$ cat src/rtl/ascii_to_morse_keying_defines.svh
// Assertion macros shared by the Morse keying RTL.
// No dependencies; included by files that carry assertions.
`ifndef ASCII_TO_MORSE_KEYING_DEFINES_SVH
`define ASCII_TO_MORSE_KEYING_DEFINES_SVH

// same-cycle implication
`define A2MK_ASSERT_NOW(label, clk, rst, ante, cons, msg) \
  label: assert property (@(posedge clk) disable iff (rst) (ante) |-> (cons)) \
    else $error(msg);

// next-cycle implication
`define A2MK_ASSERT_NEXT(label, clk, rst, ante, cons, msg) \
  label: assert property (@(posedge clk) disable iff (rst) (ante) |=> (cons)) \
    else $error(msg);

`endif

$ cat src/rtl/a2mk_pkg.sv
// Types, constants and the Morse pattern table for the keying block.
// No dependencies.
package a2mk_pkg;

  localparam int unsigned CHAR_W   = 8;
  localparam int unsigned UNIT_W   = 11;
  localparam int unsigned UNITS_W  = 3;
  localparam int unsigned MS_W     = 13;
  localparam int unsigned PAT_W    = 7;
  localparam int unsigned PLEN_W   = 3;

  localparam logic [CHAR_W-1:0]  SPACE_CODE    = 8'd32;
  localparam logic [UNIT_W-1:0]  UNIT_MS_RESET = 11'd60;

  localparam logic [UNITS_W-1:0] DOT_UNITS   = 3'd1;
  localparam logic [UNITS_W-1:0] DASH_UNITS  = 3'd3;
  localparam logic [UNITS_W-1:0] IGAP_UNITS  = 3'd1;
  localparam logic [UNITS_W-1:0] SPACE_UNITS = 3'd4;
  localparam logic [UNITS_W-1:0] END_UNITS   = 3'd2;

  typedef struct packed {
    logic                key_on;
    logic [UNITS_W-1:0]  units;
    logic                last;
  } seg_t;

  typedef struct packed {
    logic [PLEN_W-1:0] len;
    logic [PAT_W-1:0]  bits;   // first symbol in MSB, 1 = dash
  } pat_t;

  function automatic pat_t morse_lookup(logic [CHAR_W-1:0] c);
    logic [CHAR_W-1:0] f;
    pat_t p;
    f = (c >= 8'd97 && c <= 8'd122) ? c - 8'd32 : c;
    case (f)
      8'd33: p = '{3'd6, 7'b1010110};
      8'd34: p = '{3'd6, 7'b0100100};
      8'd36: p = '{3'd7, 7'b0001001};
      8'd38: p = '{3'd5, 7'b0100000};
      8'd39: p = '{3'd6, 7'b0111100};
      8'd40: p = '{3'd5, 7'b1011000};
      8'd41: p = '{3'd6, 7'b1011010};
      8'd43: p = '{3'd5, 7'b0101000};
      8'd44: p = '{3'd6, 7'b1100110};
      8'd45: p = '{3'd6, 7'b1000010};
      8'd46: p = '{3'd6, 7'b0101010};
      8'd47: p = '{3'd5, 7'b1001000};
      8'd48: p = '{3'd5, 7'b1111100};
      8'd49: p = '{3'd5, 7'b0111100};
      8'd50: p = '{3'd5, 7'b0011100};
      8'd51: p = '{3'd5, 7'b0001100};
      8'd52: p = '{3'd5, 7'b0000100};
      8'd53: p = '{3'd5, 7'b0000000};
      8'd54: p = '{3'd5, 7'b1000000};
      8'd55: p = '{3'd5, 7'b1100000};
      8'd56: p = '{3'd5, 7'b1110000};
      8'd57: p = '{3'd5, 7'b1111000};
      8'd58: p = '{3'd6, 7'b1110000};
      8'd59: p = '{3'd6, 7'b1010100};
      8'd61: p = '{3'd5, 7'b1000100};
      8'd63: p = '{3'd6, 7'b0011000};
      8'd64: p = '{3'd6, 7'b0110100};
      8'd65: p = '{3'd2, 7'b0100000};
      8'd66: p = '{3'd4, 7'b1000000};
      8'd67: p = '{3'd4, 7'b1010000};
      8'd68: p = '{3'd3, 7'b1000000};
      8'd69: p = '{3'd1, 7'b0000000};
      8'd70: p = '{3'd4, 7'b0010000};
      8'd71: p = '{3'd3, 7'b1100000};
      8'd72: p = '{3'd4, 7'b0000000};
      8'd73: p = '{3'd2, 7'b0000000};
      8'd74: p = '{3'd4, 7'b0111000};
      8'd75: p = '{3'd3, 7'b1010000};
      8'd76: p = '{3'd4, 7'b0100000};
      8'd77: p = '{3'd2, 7'b1100000};
      8'd78: p = '{3'd2, 7'b1000000};
      8'd79: p = '{3'd3, 7'b1110000};
      8'd80: p = '{3'd4, 7'b0110000};
      8'd81: p = '{3'd4, 7'b1101000};
      8'd82: p = '{3'd3, 7'b0100000};
      8'd83: p = '{3'd3, 7'b0000000};
      8'd84: p = '{3'd1, 7'b1000000};
      8'd85: p = '{3'd3, 7'b0010000};
      8'd86: p = '{3'd4, 7'b0001000};
      8'd87: p = '{3'd3, 7'b0110000};
      8'd88: p = '{3'd4, 7'b1001000};
      8'd89: p = '{3'd4, 7'b1011000};
      8'd90: p = '{3'd4, 7'b1100000};
      8'd95: p = '{3'd6, 7'b0011010};
      default: p = '{3'd0, 7'b0000000};
    endcase
    return p;
  endfunction

endpackage

$ cat src/rtl/a2mk_seq.sv
// Segment sequencer: loads a character's pattern into a shift register and
// steps out one key segment per take. Depends on a2mk_pkg.
module a2mk_seq
  import a2mk_pkg::*;
(
  input  logic              clk,
  input  logic              rst,
  input  logic              load,
  input  logic [CHAR_W-1:0] char_code,
  input  logic              take,
  output logic              idle,
  output logic              seg_valid,
  output seg_t              seg
);

  typedef enum logic [2:0] {S_IDLE, S_SYM, S_IGAP, S_SPACE, S_END} state_t;

  state_t             state;
  logic [PAT_W-1:0]   pat;
  logic [PLEN_W-1:0]  cnt;
  pat_t               lk;

  assign lk = morse_lookup(char_code);

  always_ff @(posedge clk) begin
    if (rst) begin
      state <= S_IDLE;
      pat   <= '0;
      cnt   <= '0;
    end else begin
      case (state)
        S_IDLE: begin
          if (load) begin
            pat <= lk.bits;
            cnt <= lk.len;
            if (lk.len != '0) begin
              state <= S_SYM;
            end else if (char_code == SPACE_CODE) begin
              state <= S_SPACE;
            end else begin
              state <= S_END;
            end
          end
        end
        S_SYM: begin
          if (take) state <= S_IGAP;
        end
        S_IGAP: begin
          if (take) begin
            pat <= {pat[PAT_W-2:0], 1'b0};
            cnt <= cnt - PLEN_W'(1);
            state <= (cnt == PLEN_W'(1)) ? S_END : S_SYM;
          end
        end
        S_SPACE: begin
          if (take) state <= S_END;
        end
        S_END: begin
          if (take) state <= S_IDLE;
        end
        default: state <= S_IDLE;
      endcase
    end
  end

  always_comb begin
    seg = '{key_on: 1'b0, units: END_UNITS, last: 1'b0};
    case (state)
      S_SYM:   seg = '{key_on: 1'b1, units: pat[PAT_W-1] ? DASH_UNITS : DOT_UNITS,
                       last: 1'b0};
      S_IGAP:  seg = '{key_on: 1'b0, units: IGAP_UNITS, last: 1'b0};
      S_SPACE: seg = '{key_on: 1'b0, units: SPACE_UNITS, last: 1'b0};
      S_END:   seg = '{key_on: 1'b0, units: END_UNITS, last: 1'b1};
      default: seg = '{key_on: 1'b0, units: END_UNITS, last: 1'b0};
    endcase
  end

  assign idle      = (state == S_IDLE);
  assign seg_valid = !idle;

endmodule

$ cat src/rtl/a2mk_out.sv
// Output register: scales a segment's unit count to milliseconds by
// shift-add and holds the beat until the receiver takes it. Depends on a2mk_pkg.
module a2mk_out
  import a2mk_pkg::*;
(
  input  logic              clk,
  input  logic              rst,
  input  logic [UNIT_W-1:0] unit_ms,
  input  logic              seg_valid,
  input  seg_t              seg,
  output logic              take,
  input  logic              out_ready,
  output logic              out_valid,
  output logic              key_on,
  output logic [UNITS_W-1:0] length_units,
  output logic [MS_W-1:0]   length_ms,
  output logic              last_segment
);

  logic [MS_W-1:0] ms_next;

  always_comb begin
    ms_next = '0;
    if (seg.units[0]) ms_next = ms_next + MS_W'(unit_ms);
    if (seg.units[1]) ms_next = ms_next + MS_W'({unit_ms, 1'b0});
    if (seg.units[2]) ms_next = ms_next + MS_W'({unit_ms, 2'b00});
  end

  assign take = seg_valid && (!out_valid || out_ready);

  always_ff @(posedge clk) begin
    if (rst) begin
      out_valid <= 1'b0;
    end else if (take) begin
      out_valid <= 1'b1;
    end else if (out_ready) begin
      out_valid <= 1'b0;
    end
  end

  always_ff @(posedge clk) begin
    if (take) begin
      key_on       <= seg.key_on;
      length_units <= seg.units;
      length_ms    <= ms_next;
      last_segment <= seg.last;
    end
  end

endmodule

$ cat src/rtl/ascii_to_morse_keying.sv
// Top level of the ASCII to Morse keying block.
// Depends on a2mk_pkg, a2mk_seq, a2mk_out and ascii_to_morse_keying_defines.svh.
//
// Usage:
//   s_* channel takes one ASCII character per beat (s_tdata[7:0]).
//   m_* channel gives key segments: m_tdata[0] key level, [3:1] length in
//   dot units, [16:4] length in ms; m_tlast marks the closing gap.
//   cfg_* channel writes the dot length in ms (always ready); write it only
//   while no character is in flight.
// Timing:
//   A character yields 1 to 15 segments, one per cycle from the pattern
//   shift register unless m_tready stalls; it holds the block until its
//   closing gap is taken, and its first segment passes the sequencer state
//   register, then the output register. The next character is taken the
//   cycle after the closing gap enters the output register.
// Stall: m_tready low holds the output beat and freezes the sequencer;
//   s_tready stays low until the current character is fully queued.
// Reset: rst (sync, high) drops all pending segments, returns to idle and
//   sets the dot length to 60 ms.
`include "ascii_to_morse_keying_defines.svh"
module ascii_to_morse_keying
  import a2mk_pkg::*;
(
  input  logic        clk,
  input  logic        rst,
  input  logic        s_tvalid,
  output logic        s_tready,
  input  logic [7:0]  s_tdata,   // char_code[7:0]
  output logic        m_tvalid,
  input  logic        m_tready,
  output logic [23:0] m_tdata,   // key_on, length_units[2:0], length_ms[12:0], zero pad
  output logic        m_tlast,   // last_segment
  input  logic        cfg_valid,
  output logic        cfg_ready,
  input  logic [10:0] cfg_data   // unit_ms
);

  logic [UNIT_W-1:0]  unit_ms;
  logic               idle;
  logic               seg_valid;
  logic               take;
  seg_t               seg;
  logic               key_on;
  logic [UNITS_W-1:0] length_units;
  logic [MS_W-1:0]    length_ms;

  assign cfg_ready = 1'b1;

  always_ff @(posedge clk) begin
    if (rst) begin
      unit_ms <= UNIT_MS_RESET;
    end else if (cfg_valid && cfg_ready) begin
      unit_ms <= cfg_data;
    end
  end

  assign s_tready = idle;

  a2mk_seq u_seq (
    .clk       (clk),
    .rst       (rst),
    .load      (s_tvalid && s_tready),
    .char_code (s_tdata),
    .take      (take),
    .idle      (idle),
    .seg_valid (seg_valid),
    .seg       (seg)
  );

  a2mk_out u_out (
    .clk          (clk),
    .rst          (rst),
    .unit_ms      (unit_ms),
    .seg_valid    (seg_valid),
    .seg          (seg),
    .take         (take),
    .out_ready    (m_tready),
    .out_valid    (m_tvalid),
    .key_on       (key_on),
    .length_units (length_units),
    .length_ms    (length_ms),
    .last_segment (m_tlast)
  );

  assign m_tdata = {7'b0, length_ms, length_units, key_on};

  `A2MK_ASSERT_NEXT(a_busy_after_load, clk, rst, s_tvalid && s_tready, !s_tready,
    "input taken while a character is still being sequenced")
  `A2MK_ASSERT_NOW(a_last_is_gap, clk, rst, m_tvalid && m_tlast,
    !key_on && length_units == END_UNITS, "closing beat is not the end gap")
  `A2MK_ASSERT_NOW(a_mark_units, clk, rst, m_tvalid && key_on,
    length_units == DOT_UNITS || length_units == DASH_UNITS,
    "key-down beat is neither dot nor dash")

endmodule
$ cat config.mk
export PLATFORM = sky130hd
export DESIGN_NAME = ascii_to_morse_keying
export DESIGN_NICKNAME = d
export VERILOG_FILES = /design/src/rtl/a2mk_pkg.sv /design/src/rtl/a2mk_seq.sv /design/src/rtl/a2mk_out.sv /design/src/rtl/ascii_to_morse_keying.sv
export VERILOG_INCLUDE_DIRS = /design/src /design/src/rtl
export SDC_FILE = /design/constraint.sdc
export NUM_CORES = 1
export LEC_CHECK = 0
export ABC_AREA = 1
export BUFFER_PORTS_ARGS = -buffer_cell sky130_fd_sc_hd__buf_2
export CORE_MARGIN = 3
export CORE_UTILIZATION = 45
export CTS_CLUSTER_DIAMETER = 120
export DETAILED_ROUTE_END_ITERATION = 12
export GPL_TIMING_DRIVEN = 0
export HOLD_SLACK_MARGIN = 0.15
export PLACE_DENSITY = 0.71
export SLEW_MARGIN = 15
export SYNTH_ARGS = -nofsm -noshare
export SYNTH_HDL_FRONTEND = slang
export SYNTH_SLANG_ARGS = --single-unit
$ cat constraint.sdc
create_clock -name clk -period 10.1 [get_ports clk]
set_clock_uncertainty 0.15 [all_clocks]
set_input_delay 1.01 -clock clk [delete_from_list [all_inputs] [get_ports clk]]
set_output_delay 1.01 -clock clk [all_outputs]
set_load 0.01 [all_outputs]
Word-level counts from Yosys, hierarchy flattened
Memories as Yosys holds them, arrays and structs flattened.
Cells that the tools add are included.
Cells by class
  $add $sub $neg: 4
  $lt $le $gt $ge: 2
  eq/ne operators: 11
  muxes and demuxes: 24
  reduce and logical (&&, ||, !) cells: 12
Operators by type and width (number)
  3-bit two-way mux: 10
  13-bit two-way mux: 2
  5-bit one-hot mux with 4 select lines: 1
  3-bit one-hot mux with 5 select lines: 1
  7-bit two-way mux: 2
  7-bit one-hot mux with 2 select lines: 1
  11-bit by 12-bit adder with 13-bit output: 1
  13-bit adder: 1
  11-bit two-way mux: 1
  10-bit two-way mux: 1
  8-bit by 6-bit equality test with 1-bit output, second input constant: 1
  8-bit by 7-bit >= comparator with 1-bit output, second input constant: 1
  8-bit by 7-bit <= comparator with 1-bit output, second input constant: 1
  8-bit two-way mux: 1
  2-bit inequality test, second input constant: 4
  8-bit by 6-bit subtractor with 8-bit output, second input constant: 1
  3-bit by 1-bit equality test with 1-bit output, second input constant: 2
  3-bit by 2-bit equality test with 1-bit output, second input constant: 2
  3-bit one-hot mux with 2 select lines: 1
  5-bit AND reduction: 1
  2-bit nonzero test: 2
  3-bit equality test, second input constant: 1
  1-bit logical AND: 3
  3-bit zero test: 1
  8 further kinds: 10
Word-level totals
  register bits: 43
  memory bits (read-only): 1280
  input bits: 24
  output and inout port bits: 28
  logic and storage cells: 63
  memories kept: 1
Memory list
  (name not given): depth 128, width 10, rd ports 1, clocked after memory_dff 0, write ports 0, line a2mk_pkg.sv:36  | case (f)

Logic depth before layout (Yosys ltp)
Gate-level depths: netlist of run 1.
An unclocked memory read counts as a cell.
  depth in word-level cells: 9
  mapped depth: 27
  depth with buffers taken out: 27

Hierarchy
A second synthesis of run 1 with hierarchy kept.
Unflattened totals
  cell total of the unflattened synthesis: 685
  area total of the unflattened synthesis: 4469.3 µm²
Modules (own cells, without submodules)
  a2mk_out: instances 1, cells each 287, area an instance 2055.7 µm²
  a2mk_seq: instances 1, cells each 322, area an instance 1883.1 µm²
  ascii_to_morse_keying: instances 1, cells each 76, area an instance 530.5 µm²

Worst setup path after synthesis of run 1
Ideal clock, no wire load.
  path type: register to register
  start: register u_seq.state[1]
  end: register u_out.length_ms[12] (data pin)
  arrival time: 3.208 ns
  data required time: 9.690 ns
  setup slack: 6.482 ns
  stages on the path, launching flop included: 25
  clock period less this slack: 3.618 ns
  cells stage by stage: dfxtp_1 -> inv_1 -> nand3_2 -> nand2_2 -> inv_2 -> nor2_1 -> ha_1 -> fa_1 -> a31oi_1 -> nand2_1 -> nand3_1 -> o21ai_0 -> ha_1 -> nand3_1 -> nand2_1 -> nand3_1 -> nand2_1 -> nand3_1 -> nand2_1 -> nand2_1 -> nand2_1 -> a21oi_1 -> or2_2 -> nand3_1 -> o21ai_0
RTL lines
  start, declared: line a2mk_seq.sv:18  | state_t state;
  start signal, assigned: line a2mk_seq.sv:52  | state <= (cnt == PLEN_W'(1)) ? S_END : S_SYM;
  end signal, assigned: line a2mk_out.sv:45  | length_ms <= ms_next;
  end, declared: line a2mk_out.sv:16  | output logic [MS_W-1:0] length_ms,

==> results of run 1 <==
tightest hold or removal path, stage by stage (launching register included):
cell,delay (ns)
sky130_fd_sc_hd__dfxtp_1,0.32
sky130_fd_sc_hd__nand2_1,0.06
sky130_fd_sc_hd__a21oi_1,0.05
routing by layer:
metal | vias up | track usage | part of all wire
met4 | 0 | 0.08705 | 0.036
li1 | 2077 | - | -
met2 | 117 | 0.3660 | 0.49
met3 | 31 | 0.02224 | 0.045
met5 | - | 0 | 0
met1 | 1831 | 0.2572 | 0.43
cells in the final DEF, fill, tap and decap left out, types with 4 or more instances in the layout:
cell	instances
sky130_fd_sc_hd__edfxtp_1	18
sky130_fd_sc_hd__buf_2	48
sky130_fd_sc_hd__nor2_1	34
sky130_fd_sc_hd__dfxtp_1	25
sky130_fd_sc_hd__o22ai_1	4
sky130_fd_sc_hd__o21ai_0	38
sky130_fd_sc_hd__clkbuf_1	6
sky130_fd_sc_hd__a21oi_1	61
sky130_fd_sc_hd__a31oi_1	4
sky130_fd_sc_hd__nand3_2	6
sky130_fd_sc_hd__ha_1	32
sky130_fd_sc_hd__buf_4	9
sky130_fd_sc_hd__inv_2	7
sky130_fd_sc_hd__xor2_1	6
sky130_fd_sc_hd__nor4_1	4
sky130_fd_sc_hd__nand2_1	149
sky130_fd_sc_hd__o21ai_1	5
sky130_fd_sc_hd__nor3_1	7
sky130_fd_sc_hd__nand3_1	43
sky130_fd_sc_hd__clkbuf_8	6
sky130_fd_sc_hd__nor2_2	8
sky130_fd_sc_hd__conb_1	8
sky130_fd_sc_hd__or2_2	5
sky130_fd_sc_hd__nand2_2	10
sky130_fd_sc_hd__inv_1	66
sequential cells by signal, indices dropped and copies added (netlist names):
signal / cells
u_out.length_ms: 13
unit_ms: 11
u_seq.pat: 7
u_out.length_units: 3
u_seq.cnt: 3
u_seq.state: 3
u_out.key_on: 1
u_out.last_segment: 1
u_out.out_valid: 1
cell families after synthesis:
family,after synthesis
other,2
and+or+nand+nor,278
xor gates and xnor gates,9
AOI/OAI and AO/OA,129
adders and majority gates,34
DFF,43
buffers and inverters,99
area by class of cell:
| type | instances | area share |
|---|---|---|
| inverter | 75 | 0.06387 |
| tap | 105 | 0.02954 |
| clock buffer | 7 | 0.01941 |
| multi-input combinational | 458 | 0.5701 |
| clock inverter | 1 | 0.001125 |
| timing repair buffer | 42 | 0.04727 |
| sequential | 43 | 0.2341 |
| buffer | 24 | 0.03461 |
cell usage after synthesis, drive strengths merged (7+ instances only):
cell,n,area (µm²)
a21oi,62,314.1
nand2,159,621.8
o21ai,43,215.2
nor3,7,35.03
edfxtp,18,540.5
nor2,46,229.0
nand3,49,275.3
dfxtp,25,500.5
buf,19,135.1
ha,32,400.4
inv,74,280.3
power by group:
| part | total (µW) | switching, µW | internal, µW |
|---|---|---|---|
| Combinational | 760 | 482 | 278 |
| Sequential | 308 | 28.1 | 280 |
| Clock | 114 | 58.6 | 55.2 |
through the flow:
step | power [µW] | util
after floorplan | 893.1 | -
after CTS | 1188 | 0.5279
after detailed placement | 1072 | 0.5171
final | 1183 | 0.5279
after global placement | 1050 | 0.5168
after global routing | 1309 | 0.5279
worst min-delay path by stage:
stage | slack, ns | depth (start not counted) | from | end
after floorplan | 0.29 | 2 | u_seq.cnt[1]$_SDFFE_PP0P_ | u_seq.cnt[1]$_SDFFE_PP0P_
final | 0.32 | 2 | u_seq.cnt[1]$_SDFFE_PP0P_ | u_seq.cnt[1]$_SDFFE_PP0P_
after CTS | 0.33 | 2 | u_seq.cnt[1]$_SDFFE_PP0P_ | u_seq.cnt[1]$_SDFFE_PP0P_
after detailed placement | 0.31 | 2 | u_seq.cnt[1]$_SDFFE_PP0P_ | u_seq.cnt[1]$_SDFFE_PP0P_
after global placement | 0.31 | 2 | u_seq.cnt[1]$_SDFFE_PP0P_ | u_seq.cnt[1]$_SDFFE_PP0P_
after global routing | 0.36 | 2 | u_seq.cnt[1]$_SDFFE_PP0P_ | u_seq.cnt[1]$_SDFFE_PP0P_
==> results.txt, run 1 <==
crit-path cells = inv_1 > nand3_2 > nand2_2 > inv_2 > nor2_1 > ha_1 > fa_1 > a31oi_1 > nand2_1 > nand3_1 > o21ai_0 > ha_1 > nand3_1 > nand2_1 > nand3_1 > nand2_1 > nand3_1 > nand2_1 > nand2_1 > nand2_1 > a21oi_1 > or2_2 > nand3_1 > o21ai_0
core box area = 8423 µm²
critical path class = reg2reg
static power due to leakage = 0.002232 µW
GRT Total Usage = 0.2080
number of setup violations in the final report = 0
minimum setup slack among reg-to-reg paths = 5.93 ns
time the worst path needs with I/O delays and setup = 4.168 ns
number of warnings printed during yosys synthesis = 0
area of all placed cells without fillers = 4447 µm²
number of cells produced by synthesis = 594
DP Wirelength = 8.536 mm
Post-Place Cells = 747
synthesis-to-finish area growth = 11.48%
sequential share of the synthesized area = 0.2610
mean number of vias per cell = 5.372
CP peak stage delay = 0.45 ns
Die Span Y = 100.2 µm
cell family with the largest share of critical-path delay = simple AND/OR/NAND/NOR gates
hold violation total from the final report = 0
initial core utilization = 0.4736
Placement Rows = 33
area of the multi-input gates = 2535 µm²
remaining antenna violation count = 0
critical-path maximum fanout = 8
via count of the first global-routing pass = 3,754
count of cell instances traversed by the critical path = 24
buffer and inverter count on the worst path = 2
number of unique standard cell types used by synthesis = 49
clk_lat worst skew = 0.29 ns
Worst setup startpoint = u_seq.state[1]$_SDFFE_PP0P_
antenna fix cells = 0
depth of the worst register-to-register path = 24
final-report max-slew violation count = 0
cell type of the slowest stage on the worst timing path = sky130_fd_sc_hd__fa_1
clock slew at the register clock pins of the worst setup and hold paths = 0.08 ns
origin of the critical flop-to-flop path = u_seq.state[1]$_SDFFE_PP0P_
number of maximum-capacitance constraint violations = 0
Worst EP required = 9.99 ns
prevailing post-synth register cell = sky130_fd_sc_hd__dfxtp_1
kind of launch point of the worst setup path = flip-flop
TritonCTS clock tree = done
H-tree level count = 2
number of antenna violations at the first check in global routing = 0
filler instances = 889
quantity of I/O buffers inserted on ports = 42
type of element capturing the critical path = flip-flop
complex-gate fraction of the synthesized area = 0.1785
Placement Cell Area = 4355 µm²
global-route wire length before repair = 17.06 mm
area of all sequential standard cells = 1041 µm²
arrival time at the worst endpoint = 4.06 ns
maximum clock path buffer count = 2
total detailed-routing wirelength = 10.33 mm
Adder-Cell Fraction of Synth Area = 0.1104
final period utilization = 0.4127
Post-CTS Resized = 0
average routed wire per standard cell = 13.69 µm
Die X = 100.2 µm
destination of the worst register-to-register timing path = u_out.length_ms[12]$_DFFE_PP_
maximum achievable frequency = 239.9 MHz
I/O pins = 52
DRC viols = 0
synthesized area per cell = 6.715 µm²
Final GP Congestion = 0.9075
residual overflow from global routing = 0
main combinational cell family by area after synthesis = simple AND/OR/NAND/NOR gates
Die Outline Area = 10,030 µm²
run status = complete, no violations
power density over the cells = 265.9 nW/µm²
setup slack after placement = 5.988 ns
unrepaired setup endpoints after global routing = false
share of cell area taken by muxes after synthesis = 0
CTS Hold Bufs = 0
count of buffers added by post-CTS timing repair for setup = 0
clock tree root buffer cell = sky130_fd_sc_hd__clkbuf_8
largest net degree at the start of global routing = 21
simple-gate area share of the yosys netlist = 0.3187
Post-Layout Cell Count = 755
area of the mapped netlist = 3989 µm²
via count = 4,056
Worst setup endpoint = u_out.length_ms[12]$_DFFE_PP_
detailed-router iteration count before antenna repair = 5
post-route setup TNS = 0 ns
Tightest Hold Check Type = reg2reg
ratio of cells with drive above 1 in the final layout = 0.1692
post-route setup slack = 5.932 ns
Fin Hold WS = 0.3221 ns
count of flip-flops with a built-in enable after synthesis = 18
Worst Tran Pin Value = 0.9191 ns
TritonCTS sink count = 43
number of buffers inserted during clock tree synthesis = 5
post-synthesis sequential element count = 43
Post-synth ARST share = 0
layout net count = 707
crit-path most repeated cell = sky130_fd_sc_hd__nand2_1
VDD IR max = 0.09127 mV
worst slew margin relative to its limit = 0.3866
number of design-rule violations left by the first detailed-router iteration = 162
XOR/XNOR share of the synthesized area = 0.01976
(Power assumes the default switching activity.)
==> inputs of run 2 (changes only) <==
==> constraint.sdc (replaced) <==
create_clock -name clk -period 4.1 [get_ports clk]
set_clock_uncertainty 0.15 [all_clocks]
set_input_delay 0.41 -clock clk [delete_from_list [all_inputs] [get_ports clk]]
set_output_delay 0.41 -clock clk [all_outputs]
set_load 0.01 [all_outputs]
==> results.txt, run 2 (same netlist as run 1, synthesis figures left out) <==
average routed wire per standard cell = 13.85 µm (+1.2%)
Worst EP required = 3.99 ns (-6.00 ns)
GRT Total Usage = 0.2084 (+0.0004352)
most frequent standard cell in the layout excluding fill and tap cells = sky130_fd_sc_hd__nand2_1
I/O pins = 52 (unchanged)
via count of the first global-routing pass = 3,769 (+0.40%)
number of design-rule violations left by the first detailed-router iteration = 202 (+25%)
buffer and inverter count on the worst path = 2 (unchanged)
Post-Layout Cell Count = 758 (+0.40%)
setup slack after placement = -0.01177 ns (-6.000 ns)
remaining antenna violation count = 0 (unchanged)
post-route setup TNS = 0 ns (unchanged)
arrival time at the worst endpoint = 3.70 ns (-0.36 ns)
kind of launch point of the worst setup path = flip-flop
CTS Hold Bufs = 0 (unchanged)
Die Outline Area = 10,030 µm² (unchanged)
DRC viols = 0 (unchanged)
critical path class = reg2reg
Tightest Hold Check Type = in2reg
mean number of vias per cell = 5.367 (-0.10%)
Worst Tran Pin Value = 0.9204 ns (+0.001292 ns)
run status = complete, no violations
final period utilization = 0.9288 (+0.5161)
CP peak stage delay = 0.38 ns (-0.07 ns)
maximum clock path buffer count = 2 (unchanged)
number of setup violations in the final report = 0 (unchanged)
quantity of I/O buffers inserted on ports = 42 (unchanged)
detailed-router iteration count before antenna repair = 4 (-1)
final-report max-slew violation count = 0 (unchanged)
flip-flop count of the largest register, all copies and words added = 13 (unchanged)
global-route wire length before repair = 17.11 mm (+0.29%)
Worst setup startpoint = u_seq.state[1]$_SDFFE_PP0P_
worst slew margin relative to its limit = 0.3857 (-0.0008620)
VDD IR max = 0.2286 mV (+150%)
area of all placed cells without fillers = 4569 µm² (+2.8%)
highest-count cells in the layout ignoring fill and taps = sky130_fd_sc_hd__nand2_1 (147), sky130_fd_sc_hd__inv_1 (65), sky130_fd_sc_hd__a21oi_1 (61)
largest net degree at the start of global routing = 21 (unchanged)
top flop regs = u_out.length_ms (13), unit_ms (11), u_seq.pat (7)
synthesis-to-finish area growth = 14.55%
Post-Place Cells = 747 (unchanged)
post-route setup slack = 0.2919 ns (-5.640 ns)
number of antenna violations at the first check in global routing = 0 (unchanged)
H-tree level count = 2 (unchanged)
Final GP Congestion = 0.9075 (unchanged)
layout net count = 710 (+0.42%)
cell family with the largest share of critical-path delay = simple AND/OR/NAND/NOR gates
core box area = 8423 µm² (unchanged)
DP Wirelength = 8.536 mm (unchanged)
static power due to leakage = 0.002260 µW (+1.3%)
Die Span Y = 100.2 µm (unchanged)
Placement Cell Area = 4355 µm² (unchanged)
clock slew at the register clock pins of the worst setup and hold paths = 0.08 ns (about the same)
clk_lat worst skew = 0.30 ns (about the same)
via count = 4,068 (+0.30%)
maximum achievable frequency = 262.6 MHz (+9.5%)
Worst Min Path Start = cfg_data[5]
antenna fix cells = 0 (unchanged)
power density over the cells = 678.1 nW/µm² (+150%)
ratio of cells with drive above 1 in the final layout = 0.1945 (+0.02526)
Die X = 100.2 µm (unchanged)
crit-path most repeated cell = sky130_fd_sc_hd__nand3_1
type of element capturing the critical path = flip-flop
residual overflow from global routing = 0 (unchanged)
critical-path maximum fanout = 7 (-1)
time the worst path needs with I/O delays and setup = 3.808 ns (-0.3599 ns)
cell type of the slowest stage on the worst timing path = sky130_fd_sc_hd__dfxtp_4
crit-path cells = inv_2 > nand3_4 > nand2_8 > inv_4 > nor2_2 > ha_2 > fa_2 > a31oi_1 > or2_2 > nand3_1 > o21ai_1 > ha_1 > nand3_1 > nand2_2 > nand3_1 > nand2_2 > nand3_1 > nand2_1 > nand2_1 > nand2_1 > a21oi_1 > or2_2 > nand3_1 > o21ai_0
clock tree root buffer cell = sky130_fd_sc_hd__clkbuf_8
number of buffers inserted during clock tree synthesis = 5 (unchanged)
register bank with the most flops = u_out.length_ms
number of maximum-capacitance constraint violations = 0 (unchanged)
origin of the critical flop-to-flop path = u_seq.state[1]$_SDFFE_PP0P_
initial core utilization = 0.4736 (unchanged)
TritonCTS clock tree = done
Placement Rows = 33 (unchanged)
hold violation total from the final report = 0 (unchanged)
TritonCTS sink count = 43 (unchanged)
total detailed-routing wirelength = 10.50 mm (+1.6%)
-- run 2: changes by cell type in the layout (fill, tap and decap cells not counted), sizes merged --
cell  change
buf       +3
-- run 2: through the flow --
step           hold WS (ns)  utilization  total power [µW]
2_1_floorplan        0.2893            -              2200
3_3_place_gp         0.3055       0.5168              2586
3_5_place_dp         0.3140       0.5171              2641
4_1_cts              0.1926       0.5288              2948
5_1_grt              0.1949       0.5425              3403
6_report             0.1895       0.5425              3098
-- run 2: routing by layer --
layer / vias up / wire length [µm] / global-route usage / share of wire
li1: 2084 / - / - / -
met1: 1839 / 4483 / 0.2580 / 0.43
met2: 120 / 5174 / 0.3665 / 0.49
met3: 25 / 493 / 0.02224 / 0.047
met4: 0 / 346 / 0.08705 / 0.033
met5: - / 0 / 0 / 0
-- run 2: worst reg2reg max path, delay by kind of cell, from the launching register on --
kind                       cells  cell delay, ns
and+or+nand+nor               15            1.70
adders and majority gates      3            0.80
DFF                            1            0.38
AOI/OAI and AO/OA              4            0.34
buffers and inverters          2            0.18
-- run 2: final timing paths --
| check | endpoint | slack, ns | depth (start not counted) |
|---|---|---|---|
| setup / recovery | u_out.length_ms[12]$_DFFE_PP_ | 0.29 | 24 |
| hold / removal | unit_ms[5]$_SDFFE_PP1P_ | 0.19 | 3 |
| setup reg to reg | u_out.length_ms[12]$_DFFE_PP_ | 0.29 | 24 |
| hold reg to reg | u_seq.cnt[1]$_SDFFE_PP0P_ | 0.32 | 2 |
-- run 2: layout make-up --
cell class | instances | area, µm²
Inverter | 75 | 286.5
Clock inverter | 1 | 5.005
Timing Repair Buffer | 45 | 232.7
Buffer | 24 | 153.9
Tap cell | 105 | 131.4
Sequential cell | 43 | 1050
Fill cell | 874 | 3854
Clock buffer | 7 | 86.33
Multi-Input combinational cell | 458 | 2624
-- run 2: repair_timing --
| action | 4_1_cts | 5_1_grt |
|---|---|---|
| setup buffers | 1 | 2 |
| resized for setup | 0 | 27 |
| endpoints found under the setup margin | 1 | 3 |
| endpoints found under the hold margin | 0 | 0 |
| pin swaps | 1 | 5 |
-- run 2: power by group --
part,total (µW),switching (µW),internal (µW)
clock network,282,145,136
registers,774,78.2,696
logic,2040,1270,776
total,3100,1490,1610
==> inputs of run 3 (changes only) <==
--- a/config.mk
+++ b/config.mk
@@ -14,6 +14,7 @@
 export DETAILED_ROUTE_END_ITERATION = 12
 export GPL_TIMING_DRIVEN = 0
 export HOLD_SLACK_MARGIN = 0.15
+export MAX_ROUTING_LAYER = met4
 export PLACE_DENSITY = 0.71
 export SLEW_MARGIN = 15
 export SYNTH_ARGS = -nofsm -noshare
==> constraint.sdc (replaced) <==
create_clock -name clk -period 3.86 [get_ports clk]
set_clock_uncertainty 0.15 [all_clocks]
set_input_delay 0.386 -clock clk [delete_from_list [all_inputs] [get_ports clk]]
set_output_delay 0.386 -clock clk [all_outputs]
set_load 0.01 [all_outputs]
==> results.txt, run 3 (same netlist as run 1, synthesis figures left out) <==
run status = complete, no violations
Post-Place Cells = 747 (unchanged)
antenna fix cells = 0 (unchanged)
global-route wire length before repair = 18.38 mm (+7.4%)
area of all placed cells without fillers = 4813 µm² (+5.3%)
number of maximum-capacitance constraint violations = 0 (unchanged)
mean number of vias per cell = 5.491 (+2.3%)
clk_lat worst skew = 0.30 ns (about the same)
TritonCTS sink count = 43 (unchanged)
residual overflow from global routing = 0 (unchanged)
ratio of cells with drive above 1 in the final layout = 0.2602 (+0.06566)
arrival time at the worst endpoint = 3.58 ns (-0.12 ns)
detailed-router iteration count before antenna repair = 4 (unchanged)
hold violation total from the final report = 0 (unchanged)
maximum clock path buffer count = 2 (unchanged)
number of antenna violations at the first check in global routing = 0 (unchanged)
layout net count = 722 (+1.7%)
TritonCTS clock tree = done
kind of launch point of the worst setup path = flip-flop
buffer and inverter count on the worst path = 2 (unchanged)
worst slew margin relative to its limit = 0.3535 (-0.03226)
Placement Cell Area = 4355 µm² (unchanged)
H-tree level count = 2 (unchanged)
power density over the cells = 763.6 nW/µm² (+13%)
maximum achievable frequency = 272.2 MHz (+3.6%)
filler instances = 812 (-7.1%)
Final GP Congestion = 0.9585 (+5.6%)
crit-path cells = inv_4 > nand3_4 > nand2_8 > nand2_1 > inv_1 > ha_2 > a21o_1 > a31oi_1 > or2_2 > nand3_1 > o21ai_2 > ha_4 > nand3_1 > nand2_2 > nand3_1 > nand2_2 > nand3_1 > nand2_2 > nand2_1 > nand2_1 > a21oi_1 > or2_2 > nand3_1 > o21ai_0
type of element capturing the critical path = flip-flop
final-report max-slew violation count = 0 (unchanged)
total detailed-routing wirelength = 11.84 mm (+13%)
Placement Rows = 33 (unchanged)
flip-flop count of the largest register, all copies and words added = 13 (unchanged)
DRC viols = 0 (unchanged)
post-route setup slack = 0.1856 ns (-0.1063 ns)
VDD IR max = 0.2819 mV (+23%)
GRT Total Usage = 0.2327 (+0.02424)
via count of the first global-routing pass = 3,992 (+5.9%)
quantity of I/O buffers inserted on ports = 42 (unchanged)
crit-path most repeated cell = sky130_fd_sc_hd__nand3_1
CP peak stage delay = 0.40 ns (+0.02 ns)
time the worst path needs with I/O delays and setup = 3.674 ns (-0.1337 ns)
highest-count cells in the layout ignoring fill and taps = sky130_fd_sc_hd__nand2_1 (139), sky130_fd_sc_hd__inv_1 (59), sky130_fd_sc_hd__a21oi_1 (56)
top flop regs = u_out.length_ms (13), unit_ms (11), u_seq.pat (7)
Post-Layout Cell Count = 770 (+1.6%)
remaining antenna violation count = 0 (unchanged)
DP Wirelength = 9.140 mm (+7.1%)
cell family with the largest share of critical-path delay = simple AND/OR/NAND/NOR gates
static power due to leakage = 0.002325 µW (+2.9%)
I/O pins = 52 (unchanged)
Worst EP required = 3.76 ns (-0.23 ns)
critical-path maximum fanout = 5 (-2)
number of setup violations in the final report = 0 (unchanged)
Die Outline Area = 10,030 µm² (unchanged)
cell type of the slowest stage on the worst timing path = sky130_fd_sc_hd__dfxtp_4
Tightest Hold Check Type = in2reg
Die Span Y = 100.2 µm (unchanged)
synthesis-to-finish area growth = 20.67%
register bank with the most flops = u_out.length_ms
number of design-rule violations left by the first detailed-router iteration = 190 (-5.9%)
Die X = 100.2 µm (unchanged)
CTS Hold Bufs = 0 (unchanged)
clock slew at the register clock pins of the worst setup and hold paths = 0.09 ns (about the same)
setup slack after placement = -0.2496 ns (-0.2379 ns)
initial core utilization = 0.4736 (unchanged)
most frequent standard cell in the layout excluding fill and tap cells = sky130_fd_sc_hd__nand2_1
final period utilization = 0.9519 (+0.02311)
average routed wire per standard cell = 15.38 µm (+11%)
clock tree root buffer cell = sky130_fd_sc_hd__clkbuf_8
critical path class = reg2reg
via count = 4,228 (+3.9%)
largest net degree at the start of global routing = 21 (unchanged)
Worst Tran Pin Value = 0.9688 ns (+0.04834 ns)
core box area = 8423 µm² (unchanged)
number of buffers inserted during clock tree synthesis = 5 (unchanged)
share of the core filled with cells = 0.5715 (+0.02897)
[run 3: changes by cell type in the layout (fill, tap and decap cells not counted), moves of 6 or more]
cell	before	now
sky130_fd_sc_hd__ha_1	30	22
sky130_fd_sc_hd__nand2_2	10	18
sky130_fd_sc_hd__buf_4	12	24
sky130_fd_sc_hd__inv_1	65	59
sky130_fd_sc_hd__ha_4	1	7
sky130_fd_sc_hd__nand2_1	147	139
[run 3: metrics by stage]
stage                     power, µW  setup TNS [ns]  hold WS [ns]
after CTS                      3229               0        0.1569
after floorplan                2337               0        0.2893
after global placement         2757         -0.3608        0.3040
final                          3676               0        0.1579
after global routing           4000         -0.2077        0.1740
after detailed placement       2846         -0.5707        0.3101
[run 3: worst paths after layout]
path	end	cells past startpoint	startpoint	slack, ns
hold / removal	unit_ms[7]$_SDFFE_PP0P_	3	cfg_data[7]	0.16
hold reg to reg	u_seq.cnt[1]$_SDFFE_PP0P_	2	u_seq.cnt[1]$_SDFFE_PP0P_	0.33
setup reg to reg	u_out.length_ms[12]$_DFFE_PP_	24	u_seq.state[1]$_SDFFE_PP0P_	0.19
setup / recovery	u_out.length_ms[12]$_DFFE_PP_	24	u_seq.state[1]$_SDFFE_PP0P_	0.19
[run 3: report_power, final]
part | switching (µW) | internal (µW) | total, µW
Combinational | 1530 | 1020 | 2550
Clock | 167 | 127 | 294
Sequential | 92.8 | 742 | 835
[run 3: tightest hold or removal path, cell delays in order]
cell and delay [ns]:
sky130_fd_sc_hd__buf_2 0.07, sky130_fd_sc_hd__nor2_1 0.03, sky130_fd_sc_hd__nor2_1 0.08
[run 3: area by class of cell]
| cell class | count | area, µm² | share of cell area |
|---|---|---|---|
| Multi-Input combinational cell | 458 | 2774 | 0.5763 |
| Inverter | 75 | 291.5 | 0.06057 |
| Clock buffer | 5 | 68.82 | 0.01430 |
| Timing Repair Buffer | 57 | 322.8 | 0.06707 |
| Buffer | 24 | 153.9 | 0.03197 |
| Sequential cell | 43 | 1052 | 0.2186 |
| Tap cell | 105 | 131.4 | 0.02729 |
| Clock inverter | 3 | 18.77 | 0.003899 |
[run 3: what timing repair did]
action,in CTS,in global routing
gates resized for setup,12,52
buffers inserted,4,11
hold endpoints to repair,0,0
pin swaps,3,16
setup endpoints to repair,3,4
[run 3: layer usage]
metal,global-route usage,share of wire,vias to the layer above
li1,-,-,2110
met1,0.2665,0.42,1961
met2,0.4164,0.50,128
met3,0.02085,0.039,29
met4,0.09326,0.038,0
met5,-,0,-
